===== src/hdl/rtc_set_command_parser_top_assert.svh =====
// Assertion macros for the RTC set-command parser.
// Included by rtc_set_command_parser_top; define ASSERT_OFF to drop them.
`ifndef RTC_SET_COMMAND_PARSER_TOP_ASSERT_SVH
`define RTC_SET_COMMAND_PARSER_TOP_ASSERT_SVH
`ifndef ASSERT_OFF
// Same-cycle implication.
`define ASSERT_IMP(label, clk, rst, cond, prop) \
  label: assert property (@(posedge clk) disable iff (rst) (cond) |-> (prop)) \
    else $error("assertion failed: same-cycle implication");
// Next-cycle implication.
`define ASSERT_NXT(label, clk, rst, cond, prop) \
  label: assert property (@(posedge clk) disable iff (rst) (cond) |=> (prop)) \
    else $error("assertion failed: next-cycle implication");
`else
`define ASSERT_IMP(label, clk, rst, cond, prop)
`define ASSERT_NXT(label, clk, rst, cond, prop)
`endif
`endif


===== src/hdl/rscp_pkg.sv =====
// Types and constants of the RTC set-command parser.
// No dependencies; used by the parse logic and the top level.
`default_nettype none

package rscp_pkg;

  // Command letters (ASCII, case-sensitive)
  localparam logic [7:0] LETTER_TIME   = 8'h54;  // T
  localparam logic [7:0] LETTER_ALARM  = 8'h41;  // A
  localparam logic [7:0] LETTER_DATE   = 8'h44;  // D
  localparam logic [7:0] LETTER_REPORT = 8'h47;  // G
  localparam logic [7:0] ASCII_ZERO    = 8'h30;
  localparam logic [7:0] ASCII_NINE    = 8'h39;
  localparam logic [7:0] ASCII_NUL     = 8'h00;

  // Result kinds
  localparam logic [2:0] KIND_NONE   = 3'd0;
  localparam logic [2:0] KIND_TIME   = 3'd1;
  localparam logic [2:0] KIND_DATE   = 3'd2;
  localparam logic [2:0] KIND_ALARM  = 3'd3;
  localparam logic [2:0] KIND_REPORT = 3'd4;

  // Byte positions in a frame
  localparam logic [3:0] POS_LETTER      = 4'd0;
  localparam logic [3:0] POS_LAST_DIGIT  = 4'd7;
  // time and alarm frames
  localparam logic [3:0] POS_HOUR_TENS   = 4'd1;
  localparam logic [3:0] POS_HOUR_UNITS  = 4'd2;
  localparam logic [3:0] POS_MIN_TENS    = 4'd3;
  localparam logic [3:0] POS_MIN_UNITS   = 4'd4;
  localparam logic [3:0] POS_SEC_TENS    = 4'd5;
  localparam logic [3:0] POS_SEC_UNITS   = 4'd6;
  // date frames
  localparam logic [3:0] POS_WEEKDAY     = 4'd1;
  localparam logic [3:0] POS_YEAR_TENS   = 4'd2;
  localparam logic [3:0] POS_YEAR_UNITS  = 4'd3;
  localparam logic [3:0] POS_MONTH_TENS  = 4'd4;
  localparam logic [3:0] POS_MONTH_UNITS = 4'd5;
  localparam logic [3:0] POS_DAY_TENS    = 4'd6;
  localparam logic [3:0] POS_DAY_UNITS   = 4'd7;

  // Clamp limits
  localparam logic [6:0] HOUR_MAX  = 7'd23;
  localparam logic [6:0] MS_MAX    = 7'd59;
  localparam logic [6:0] YEAR_MAX  = 7'd31;
  localparam logic [6:0] MONTH_MAX = 7'd12;
  localparam logic [6:0] DAY_MAX   = 7'd31;
  localparam logic [6:0] DAY_MIN   = 7'd1;

  typedef struct packed {
    logic [3:0] pos;
    logic [7:0] letter;
    logic       stopped;
  } frame_t;

  typedef struct packed {
    logic [5:0] time_hour;
    logic [5:0] time_minute;
    logic [5:0] time_second;
    logic [5:0] alarm_hour;
    logic [6:0] alarm_minute;
    logic [5:0] alarm_second;
    logic [2:0] date_weekday;
    logic [4:0] date_year;
    logic [3:0] date_month;
    logic [6:0] date_day;
  } fields_t;

  typedef struct packed {
    logic [2:0] cmd_kind;
    logic [5:0] hour;
    logic [6:0] minute;
    logic [5:0] second;
    logic [2:0] weekday;
    logic [4:0] year;
    logic [3:0] month;
    logic [6:0] day;
  } result_t;

endpackage

`default_nettype wire


===== src/hdl/rscp_rx_if.sv =====
// Input channel of the RTC set-command parser: one received byte per word.
// No dependencies.
`default_nettype none

interface rscp_rx_if;
  logic       valid;
  logic       ready;
  logic [7:0] rx_byte;

  modport source (output valid, output rx_byte, input ready);
  modport sink   (input valid, input rx_byte, output ready);
endinterface

`default_nettype wire


===== src/hdl/rscp_res_if.sv =====
// Result channel of the RTC set-command parser: one frame summary per word.
// No dependencies.
`default_nettype none

interface rscp_res_if;
  logic       valid;
  logic       ready;
  logic [2:0] cmd_kind;
  logic [5:0] hour;
  logic [6:0] minute;
  logic [5:0] second;
  logic [2:0] weekday;
  logic [4:0] year;
  logic [3:0] month;
  logic [6:0] day;

  modport source (output valid, output cmd_kind, output hour, output minute,
                  output second, output weekday, output year, output month,
                  output day, input ready);
  modport sink   (input valid, input cmd_kind, input hour, input minute,
                  input second, input weekday, input year, input month,
                  input day, output ready);
endinterface

`default_nettype wire


===== src/hdl/rscp_parse.sv =====
// Combinational byte parser: next frame state, next stored fields and result.
// Depends on rscp_pkg.
`default_nettype none

module rscp_parse
  import rscp_pkg::*;
(
  input  wire logic [7:0] rx_byte,
  input  wire frame_t     frame,
  input  wire fields_t    fields,
  input  wire logic       frame_end,
  output frame_t          frame_next,
  output fields_t         fields_next,
  output result_t         result
);

  function automatic logic [6:0] times_ten(input logic [3:0] d);
    logic [6:0] x;
    begin
      x = {3'b000, d};
      times_ten = (x << 3) + (x << 1);
    end
  endfunction

  function automatic logic [6:0] add_clamp(input logic [6:0] v, input logic [3:0] d,
                                           input logic [6:0] top);
    logic [7:0] s;
    begin
      s = {1'b0, v} + {4'b0000, d};
      add_clamp = (s > {1'b0, top}) ? top : s[6:0];
    end
  endfunction

  logic       is_digit;
  logic [3:0] d;
  logic [6:0] tens;
  logic       take;
  logic [6:0] day_sum;

  assign is_digit = (rx_byte >= ASCII_ZERO) && (rx_byte <= ASCII_NINE);
  assign d        = rx_byte[3:0];
  assign tens     = times_ten(d);
  assign day_sum  = add_clamp(fields.date_day, d, DAY_MAX);

  always_comb begin
    frame_next  = frame;
    fields_next = fields;
    take        = 1'b0;

    if (!frame.stopped) begin
      if (rx_byte == ASCII_NUL) begin
        frame_next.stopped = 1'b1;
      end else if (frame.pos == POS_LETTER) begin
        frame_next.letter = rx_byte;
      end else if (frame.pos <= POS_LAST_DIGIT && is_digit) begin
        take = 1'b1;
      end
    end

    if (take) begin
      case (frame.letter)
        LETTER_TIME: begin
          case (frame.pos)
            POS_HOUR_TENS:  if (d < 4'd6) fields_next.time_hour = 6'(tens);
            POS_HOUR_UNITS:
              fields_next.time_hour = 6'(add_clamp(7'(fields.time_hour), d, HOUR_MAX));
            POS_MIN_TENS:   if (d < 4'd6) fields_next.time_minute = 6'(tens);
            POS_MIN_UNITS:
              fields_next.time_minute = 6'(add_clamp(7'(fields.time_minute), d, MS_MAX));
            POS_SEC_TENS:   if (d < 4'd6) fields_next.time_second = 6'(tens);
            POS_SEC_UNITS:
              fields_next.time_second = 6'(add_clamp(7'(fields.time_second), d, MS_MAX));
            default: ;
          endcase
        end
        LETTER_ALARM: begin
          case (frame.pos)
            POS_HOUR_TENS:  if (d < 4'd6) fields_next.alarm_hour = 6'(tens);
            POS_HOUR_UNITS:
              fields_next.alarm_hour = 6'(add_clamp(7'(fields.alarm_hour), d, HOUR_MAX));
            POS_MIN_TENS:   fields_next.alarm_minute = tens;
            POS_MIN_UNITS:
              fields_next.alarm_minute = add_clamp(fields.alarm_minute, d, MS_MAX);
            POS_SEC_TENS:   if (d < 4'd6) fields_next.alarm_second = 6'(tens);
            POS_SEC_UNITS:
              if (d < 4'd6) begin
                fields_next.alarm_second =
                  6'(add_clamp(7'(fields.alarm_second), d, MS_MAX));
              end
            default: ;
          endcase
        end
        LETTER_DATE: begin
          case (frame.pos)
            POS_WEEKDAY:
              if (d >= 4'd1 && d <= 4'd7) fields_next.date_weekday = d[2:0];
            POS_YEAR_TENS:
              if (d >= 4'd1 && d <= 4'd2) fields_next.date_year = 5'(tens);
            POS_YEAR_UNITS:
              fields_next.date_year = 5'(add_clamp(7'(fields.date_year), d, YEAR_MAX));
            POS_MONTH_TENS: if (d <= 4'd1) fields_next.date_month = 4'(tens);
            POS_MONTH_UNITS:
              fields_next.date_month = 4'(add_clamp(7'(fields.date_month), d, MONTH_MAX));
            POS_DAY_TENS:   fields_next.date_day = tens;
            POS_DAY_UNITS:
              fields_next.date_day = (day_sum < DAY_MIN) ? DAY_MIN : day_sum;
            default: ;
          endcase
        end
        default: ;
      endcase
    end

    // Result reflects this byte's update; frame state starts over after a frame's last byte
    result         = '0;
    result.weekday = fields_next.date_weekday;
    result.year    = fields_next.date_year;
    result.month   = fields_next.date_month;
    result.day     = fields_next.date_day;
    case (frame_next.letter)
      LETTER_TIME: begin
        result.cmd_kind = KIND_TIME;
        result.hour     = fields_next.time_hour;
        result.minute   = 7'(fields_next.time_minute);
        result.second   = fields_next.time_second;
      end
      LETTER_ALARM: begin
        result.cmd_kind = KIND_ALARM;
        result.hour     = fields_next.alarm_hour;
        result.minute   = fields_next.alarm_minute;
        result.second   = fields_next.alarm_second;
      end
      LETTER_DATE:   result.cmd_kind = KIND_DATE;
      LETTER_REPORT: result.cmd_kind = KIND_REPORT;
      default:       result.cmd_kind = KIND_NONE;
    endcase

    if (frame_end) begin
      frame_next = '0;
    end else begin
      frame_next.pos = frame.pos + 4'd1;
    end
  end

endmodule

`default_nettype wire


===== src/hdl/rtc_set_command_parser_top.sv =====
// RTC set-command parser, top level. Depends on rscp_pkg, rscp_rx_if,
// rscp_res_if, rscp_parse and rtc_set_command_parser_top_assert.svh.
// A result word is registered: the last byte of a frame passes the input
// register, then is parsed into the result register. Throughput: one byte
// per cycle unless a frame's last byte waits on a full result slot, one result word per FRAME_BYTES bytes.
// Reset: synchronous, active high; clears frame state and all stored fields.
`default_nettype none

`include "rtc_set_command_parser_top_assert.svh"

module rtc_set_command_parser_top
  import rscp_pkg::*;
#(
  parameter int FRAME_BYTES = 12  // 8..16
) (
  input wire logic  clk,
  input wire logic  rst,
  rscp_rx_if.sink   rx,
  rscp_res_if.source res
);

  localparam logic [3:0] LAST_POS = 4'(FRAME_BYTES - 1);

  // Input register: one byte waiting for the parse stage
  logic       s1_valid;
  logic [7:0] s1_byte;

  // Frame tracking and stored fields
  frame_t  frame;
  frame_t  frame_next;
  fields_t fields;
  fields_t fields_next;
  result_t result;

  // Result register
  logic    out_valid;
  result_t res_q;

  logic frame_end;
  logic proc;
  logic out_load;

  assign frame_end = (frame.pos == LAST_POS);

  // The parse stage runs whenever the result slot is free or being drained,
  // so a pending result never blocks bytes until a second one is due.
  assign proc     = s1_valid && (!frame_end || !out_valid || res.ready);
  assign out_load = proc && frame_end;
  assign rx.ready = !s1_valid || proc;

  rscp_parse u_parse (
    .rx_byte     (s1_byte),
    .frame       (frame),
    .fields      (fields),
    .frame_end   (frame_end),
    .frame_next  (frame_next),
    .fields_next (fields_next),
    .result      (result)
  );

  always_ff @(posedge clk) begin
    if (rst) begin
      s1_valid  <= 1'b0;
      out_valid <= 1'b0;
      frame     <= '0;
      fields    <= '0;
    end else begin
      if (rx.ready) begin
        s1_valid <= rx.valid;
      end
      if (proc) begin
        frame  <= frame_next;
        fields <= fields_next;
      end
      if (out_load) begin
        out_valid <= 1'b1;
      end else if (res.ready) begin
        out_valid <= 1'b0;
      end
    end
  end

  // Payload registers carry no reset
  always_ff @(posedge clk) begin
    if (rx.valid && rx.ready) begin
      s1_byte <= rx.rx_byte;
    end
    if (out_load) begin
      res_q <= result;
    end
  end

  assign res.valid    = out_valid;
  assign res.cmd_kind = res_q.cmd_kind;
  assign res.hour     = res_q.hour;
  assign res.minute   = res_q.minute;
  assign res.second   = res_q.second;
  assign res.weekday  = res_q.weekday;
  assign res.year     = res_q.year;
  assign res.month    = res_q.month;
  assign res.day      = res_q.day;

  // A stalled input byte is neither lost nor overwritten.
  `ASSERT_NXT(a_s1_hold, clk, rst, s1_valid && !proc, s1_valid && $stable(s1_byte))
  // After the last byte of a frame the tracker starts a fresh frame.
  `ASSERT_NXT(a_frame_restart, clk, rst, out_load, frame.pos == POS_LETTER && !frame.stopped)
  // Kinds other than time and alarm report zero time fields.
  `ASSERT_IMP(a_time_zero, clk, rst,
              res.valid && res.cmd_kind != KIND_TIME && res.cmd_kind != KIND_ALARM,
              res.hour == 6'd0 && res.minute == 7'd0 && res.second == 6'd0)

endmodule

`default_nettype wire


===== src/flat_wrapper.sv =====
// flat-port wrapper written by rule: the top's interface ports become plain ports
module rtc_set_command_parser_top_flat import rscp_pkg::*;
#(
  parameter int FRAME_BYTES = 12          
)
  (clk, rst, rx_valid, rx_rx_byte, rx_ready, res_valid, res_cmd_kind, res_hour, res_minute, res_second, res_weekday, res_year, res_month, res_day, res_ready);
  rscp_rx_if rx_i ();
  rscp_res_if res_i ();
  input wire logic clk;
  input wire logic rst;
  input wire logic [$bits(rx_i.valid)-1:0] rx_valid;
  input wire logic [$bits(rx_i.rx_byte)-1:0] rx_rx_byte;
  output wire logic [$bits(rx_i.ready)-1:0] rx_ready;
  output wire logic [$bits(res_i.valid)-1:0] res_valid;
  output wire logic [$bits(res_i.cmd_kind)-1:0] res_cmd_kind;
  output wire logic [$bits(res_i.hour)-1:0] res_hour;
  output wire logic [$bits(res_i.minute)-1:0] res_minute;
  output wire logic [$bits(res_i.second)-1:0] res_second;
  output wire logic [$bits(res_i.weekday)-1:0] res_weekday;
  output wire logic [$bits(res_i.year)-1:0] res_year;
  output wire logic [$bits(res_i.month)-1:0] res_month;
  output wire logic [$bits(res_i.day)-1:0] res_day;
  input wire logic [$bits(res_i.ready)-1:0] res_ready;
  assign rx_i.valid = rx_valid;
  assign rx_i.rx_byte = rx_rx_byte;
  assign rx_ready = rx_i.ready;
  assign res_valid = res_i.valid;
  assign res_cmd_kind = res_i.cmd_kind;
  assign res_hour = res_i.hour;
  assign res_minute = res_i.minute;
  assign res_second = res_i.second;
  assign res_weekday = res_i.weekday;
  assign res_year = res_i.year;
  assign res_month = res_i.month;
  assign res_day = res_i.day;
  assign res_i.ready = res_ready;
  rtc_set_command_parser_top #(.FRAME_BYTES(FRAME_BYTES)) u_core (.clk(clk), .rst(rst), .rx(rx_i), .res(res_i));
endmodule

===== config.mk =====
export PLATFORM = sky130hd
export DESIGN_NAME = rtc_set_command_parser_top_flat
export DESIGN_NICKNAME = d
export VERILOG_FILES = /design/src/hdl/rscp_pkg.sv /design/src/hdl/rscp_rx_if.sv /design/src/hdl/rscp_res_if.sv /design/src/hdl/rscp_parse.sv /design/src/hdl/rtc_set_command_parser_top.sv /design/src/flat_wrapper.sv
export VERILOG_INCLUDE_DIRS = /design/src /design/src/hdl
export SDC_FILE = /design/constraint.sdc
export NUM_CORES = 1
export LEC_CHECK = 0
export BUFFER_PORTS_ARGS = -buffer_cell sky130_fd_sc_hd__buf_2
export CAP_MARGIN = 30
export CELL_PAD_IN_SITES_DETAIL_PLACEMENT = 0
export CELL_PAD_IN_SITES_GLOBAL_PLACEMENT = 1
export CORE_MARGIN = 8
export CORE_UTILIZATION = 30
export DETAILED_ROUTE_END_ITERATION = 12
export GPL_TIMING_DRIVEN = 0
export HOLD_SLACK_MARGIN = 0.15
export PLACE_DENSITY_LB_ADDON = 0.2
export REMOVE_ABC_BUFFERS = 1
export SYNTH_ARGS = -nofsm -noshare
export SYNTH_HDL_FRONTEND = slang
export SYNTH_SLANG_ARGS = --single-unit
export TNS_END_PERCENT = 30

===== constraint.sdc =====
create_clock -name clk -period 4.42 [get_ports clk]
set_input_delay 0.663 -clock clk [delete_from_list [all_inputs] [get_ports clk]]
set_output_delay 0.663 -clock clk [all_outputs]
set_load 0.1 [all_outputs]

Word level (Yosys, flattened, before mapping)
Cells that the tools add are included.
Cells by class
  add/sub/neg operators: 11
  magnitude comparators: 18
  equality and inequality tests: 15
  mux-type cells: 47
  reductions and logical operators: 16
Operators with widths (count)
  $mux W6: 11
  $pmux W6 S2: 5
  $eq A8 B7 Y1 const B: 7
  $mux W56: 1
  $mux W19: 2
  $pmux W19 S2: 1
  $add A6 B4 Y7: 5
  $pmux W7 S2: 2
  $gt A7 B6 Y1 const B: 3
  $mux W7: 3
  $mux W18: 1
  $mux W9: 2
  $add A7 B4 Y8: 2
  $eq A4 B3 Y1 const B: 4
  $mux W8: 2
  $gt A7 B5 Y1 const B: 2
  $mux W4: 3
  $pmux W3 S4: 1
  $mux W5: 2
  $pmux W5 S2: 1
  $eq A4 B2 Y1 const B: 2
  $ge A8 B6 Y1 const B: 1
  $gt A8 B5 Y1 const B: 1
  $gt A8 B6 Y1 const B: 1
  other kinds (24): 42
Storage, ports and cells
  flip-flop bits (word level): 120
  input port bits: 12
  output and inout port bits: 43
  logic and storage cells: 131

Depth between registers and ports, before layout
  depth in word-level cells: 9
  gate-level depth with buffers: 11

By module
A second synthesis with hierarchy kept.
Second synthesis, totals
  cell total of the unflattened synthesis: 1192
  area total of the unflattened synthesis: 10282.4 um^2
By module, submodules not included
  rtc_set_command_parser_top: instances 1, cells an instance 547, area each 5925.7 um^2
  rscp_parse: instances 1, cells an instance 645, area each 4356.7 um^2

Worst setup path before layout
Ideal clock, no wire load.
  kind: flip-flop to flip-flop
  start point: register, netlist name u_core.frame[9]
  end point: register u_core.res_q, in the netlist u_core.res.cmd_kind[0], enable pin
  setup time: 0.441 ns
  data arrival time: 3.136 ns
  slack: 0.843 ns
  stages on the path, launching flop included: 9
  path buffers: 3
  clock period less this slack: 3.577 ns
  cells stage by stage: dfxtp_1 -> ha_1 -> clkbuf_1 -> nand2_1 -> or2_2 -> clkbuf_1 -> o21ai_2 -> buf_2 -> nor2_1
On the way
  cells in the longest elaborated chain, start to end: 6
Ends and longest elaborated chain
  $eq A4 B4 Y1 (*): RTL line rtc_set_command_parser_top.sv:43  | assign frame_end = (frame.pos == LAST_POS);
  $logic_not A1 Y1: RTL line rtc_set_command_parser_top.sv:47  | assign proc = s1_valid && (!frame_end || !out_valid || res.ready);
  $logic_or A1 B1 Y1 (2 in series): RTL line rtc_set_command_parser_top.sv:47
  $logic_and A1 B1 Y1: RTL line rtc_set_command_parser_top.sv:47
  $logic_and A1 B1 Y1 (*): RTL line rtc_set_command_parser_top.sv:48  | assign out_load = proc && frame_end;
  via u_core.out_load: RTL line rtc_set_command_parser_top.sv:41  | logic out_load;
  to (signal assigned): RTL line rtc_set_command_parser_top.sv:89  | res_q <= result;
  to (decl): RTL line rtc_set_command_parser_top.sv:37  | result_t res_q;
The timed path passes the listed nets; every way through them passes the cells marked *.
A chain may end at the register's enable or synchronous reset.

==> key figures <==
Outcome
  – Status: finished clean

Worst setup path
  – Worst-path maximum fanout: 14
  – Worst path max stage delay: 710 ps
  – Startpoint types: flop
  – CP cell instances: buf_16 > nor2_1 > nand2_1 > nor4b_1 > a21oi_1 > or2_1 > buf_16 > a311o_1 > o21ai_0
  – Setup Crit Path Kind: reg -> reg
  – Req. time, crit path: 4660 ps
  – Slowest CP cell: nor2_1
  – Crit path DAT: 3990 ps
  – Cell family with most CP delay: simple AND/OR/NAND/NOR gates
  – WP buf/inv: 2
  – CP endpoint kind: flop
  – Top cell by count, worst path: buf_16

Place
  – Final GP Congestion: 0.838
  – Detailed Place HPWL: 19,500 um
  – Placed Area: 9130 sq um
  – PortBufs: 54
  – Placed Instances: 1,361
  – Setup Slack @ Placement: 764 ps

Pwr
  – Power density cells: 307 nW/um^2
  – Peak supply drop: 0.000171 V
  – Static leakage: 3.66 nW

STA
  – Final number of max-transition violations: 0
  – Worst Tran Pin Value: 959 ps
  – Final worst path period share: 0.850
  – Post-route setup slack: 662 ps
  – Highest clock rate: 266 MHz
  – Final min period: 3760 ps
  – TNS Setup: 0 ps
  – Final setup vio count: 0
  – RSZ-0062 raised after global routing: false
  – Final Hold Vio Count: 0
  – Relative slew slack: 0.361
  – Clock skew: 13.9 ps

Synthesis
  – Synth Area in XOR/XNOR: 0.0272
  – Synth top area share: 0.176
  – #FFs+latches synth: 120
  – Number of flops mapped to enable cells by yosys: 49
  – Mapped Cells: 977
  – Mapped cell area: 8380 sq um
  – Mean Syn Cell Area: 8.58 sq um
  – Post-synthesis mux area share: 0.0136
  – Synth async-reset ratio: 0
  – Simple-Gate Fraction of Synth Area: 0.211
  – Largest cells by area after synthesis: edfxtp_1 18%, dfxtp_1 17%, ha_1 6.3%
  – Ys Warns: 0
  – Combinational family with the most area after synthesis: compound AO/OA/AOI/OAI gates
  – Most common cell in the netlist: nand2_1
  – Synth cell count leaders: 101 x nand2_1, 95 x nor2_1, 94 x a21oi_1
  – Post-synthesis compound-gate area fraction: 0.275
  – Post-synth cell types: 89
  – Adder-cell share of the synthesized area: 0.0866
  – Ys flop type: dfxtp_1
  – Post-synth top area cell: edfxtp_1
  – Sequential area share after synthesis: 0.345

Clock tree
  – Clk Latency, worst-skew pair: 420 ps
  – CTS H-tree depth: 4
  – Num CTS Buffers: 17
  – Post-CTS Setup Repair Bufs: 0
  – CTS resizes: 0
  – Hold Buf Count CTS: 0
  – CTS root buf: clkbuf_16
  – Clock-pin slew on the worst setup and hold paths: 70 ps
  – Max clock buf depth: 2
  – Clk sinks: 120
  – CTS tree: yes

Cells and area
  – Final std cell area, no fill: 9700 sq um
  – Post-Layout Cell Count: 1,393
  – Synthesis-to-finish area growth: 15.7%
  – Share of cells above drive strength 1: 0.143
  – Layout Utilization: 0.351
  – # nets final: 1,066
  – Antenna fix cells: 0

Die
  – Die area: 33,500 sq um
  – Top-level I/O count: 55
  – Core Area: 27,600 sq um
  – Die width: 183 um
  – Die H: 183 um
  – Starting Density: 0.303
  – Cell Rows: 61

Min path
  – Hold Crit Class: in -> reg

GRT
  – Largest net degree at the start of global routing: 74
  – All-Layer GR Usage: 0.167
  – Vias in the first global route: 7,363
  – Global route overflow: 0
  – Initial antenna violation count: 0
  – First-pass GRT wire length: 43,900 um

Drt
  – DRT Pass-1 Iters: 5
  – Vias per Instance: 5.39
  – Wirelength, routed: 27,700 um
  – Drt drc: 0
  – Final ANT Viol Nets: 0
  – WL per Instance: 19.9 um
  – Routed vias: 7,512
  – First DRT Iteration DRCs: 493

Job
  – MaxCap Viol Count: 0
-- where the power goes --
part | leakage [nW] | total (W) | switching [W] | internal (W)
Sequential | 1.07 | 0.00121 | 0.0000447 | 0.00117
Combinational | 2.31 | 0.000382 | 0.000238 | 0.000143
Clock | 0.280 | 0.00138 | 0.000597 | 0.000786
-- path summary, 6_finish.rpt --
| check | from | end | slack [ps] | cells after the start |
|---|---|---|---|---|
| worst min-delay path | rx_rx_byte[5] | u_core.s1_byte[5] | 410 | 1 |
| worst max register to register | u_core.s1_byte[2] | u_core.res.minute[4] | 660 | 9 |
| worst max-delay path | u_core.s1_byte[2] | u_core.res.minute[4] | 660 | 9 |
| worst min register to register | u_core.fields[18] | u_core.fields[18] | 460 | 2 |
-- cell usage in the layout (no fill, tap or decap), types with 11 or more instances in the layout --
master     instances
o21a_1            16
a21o_1            27
xnor2_1           17
nor3_1            16
dfxtp_1           71
nand3_1           26
inv_1             24
a21oi_1           94
o21ai_0           52
and3_1            11
edfxtp_1          49
buf_2             53
a211oi_1          23
nand4_1           12
nand2_1          101
clkbuf_16         17
a22oi_1           14
ha_1              42
nor2_1            94
-- flip-flops by register name, indices dropped and copies added, names as in the netlist --
name and flops:
u_core.fields 56, u_core.frame 13, u_core.res.cmd_kind 3, u_core.res.day 7
u_core.res.hour 6, u_core.res.minute 7, u_core.res.month 4, u_core.res.second 6
u_core.res.valid 1, u_core.res.weekday 3, u_core.res.year 5, u_core.s1_byte 8
u_core.s1_valid 1
-- worst register-to-register path, stage by stage (launching register included) --
cell and delay (ps):
edfxtp_1 680, buf_16 290, nor2_1 720, nand2_1 290, nor4b_1 350, a21oi_1 60
or2_1 510, buf_16 300, a311o_1 270, o21ai_0 100
-- cell type report --
class	instances	area, sq um
fill	2882	17900
multi-input combinational	775	5160
inverter	24	90.1
clock buffer	17	425
tap	378	473
sequential	120	2890
timing repair buffer	64	512
clock inverter	15	140
-- kinds of logic after synthesis --
group | Yosys count
mux | 11
compound gates | 339
simple gates | 347
flops | 120
xor+xnor | 26
fa+ha+maj | 52
buf+inv | 82
-- per-stage QoR --
stage          hold slack [ps]  total power, W
3_3_place_gp               445         0.00159
4_1_cts                    395         0.00301
3_5_place_dp               456         0.00162
6_report                   409         0.00298
5_1_grt                    394         0.00310
2_1_floorplan              426         0.00147
-- metal layers --
metal  routed length [um]  up-vias  global-route usage  share of wire
met2                13000      156               0.277           0.47
li1                     -     3710                   -              -
met1                13300     3626               0.226           0.48
met4                  331        0              0.0449          0.012
met5                    0        -                   0              0
met3                 1030       20              0.0231          0.037
Note: power is estimated with default switching activity, not from simulation.
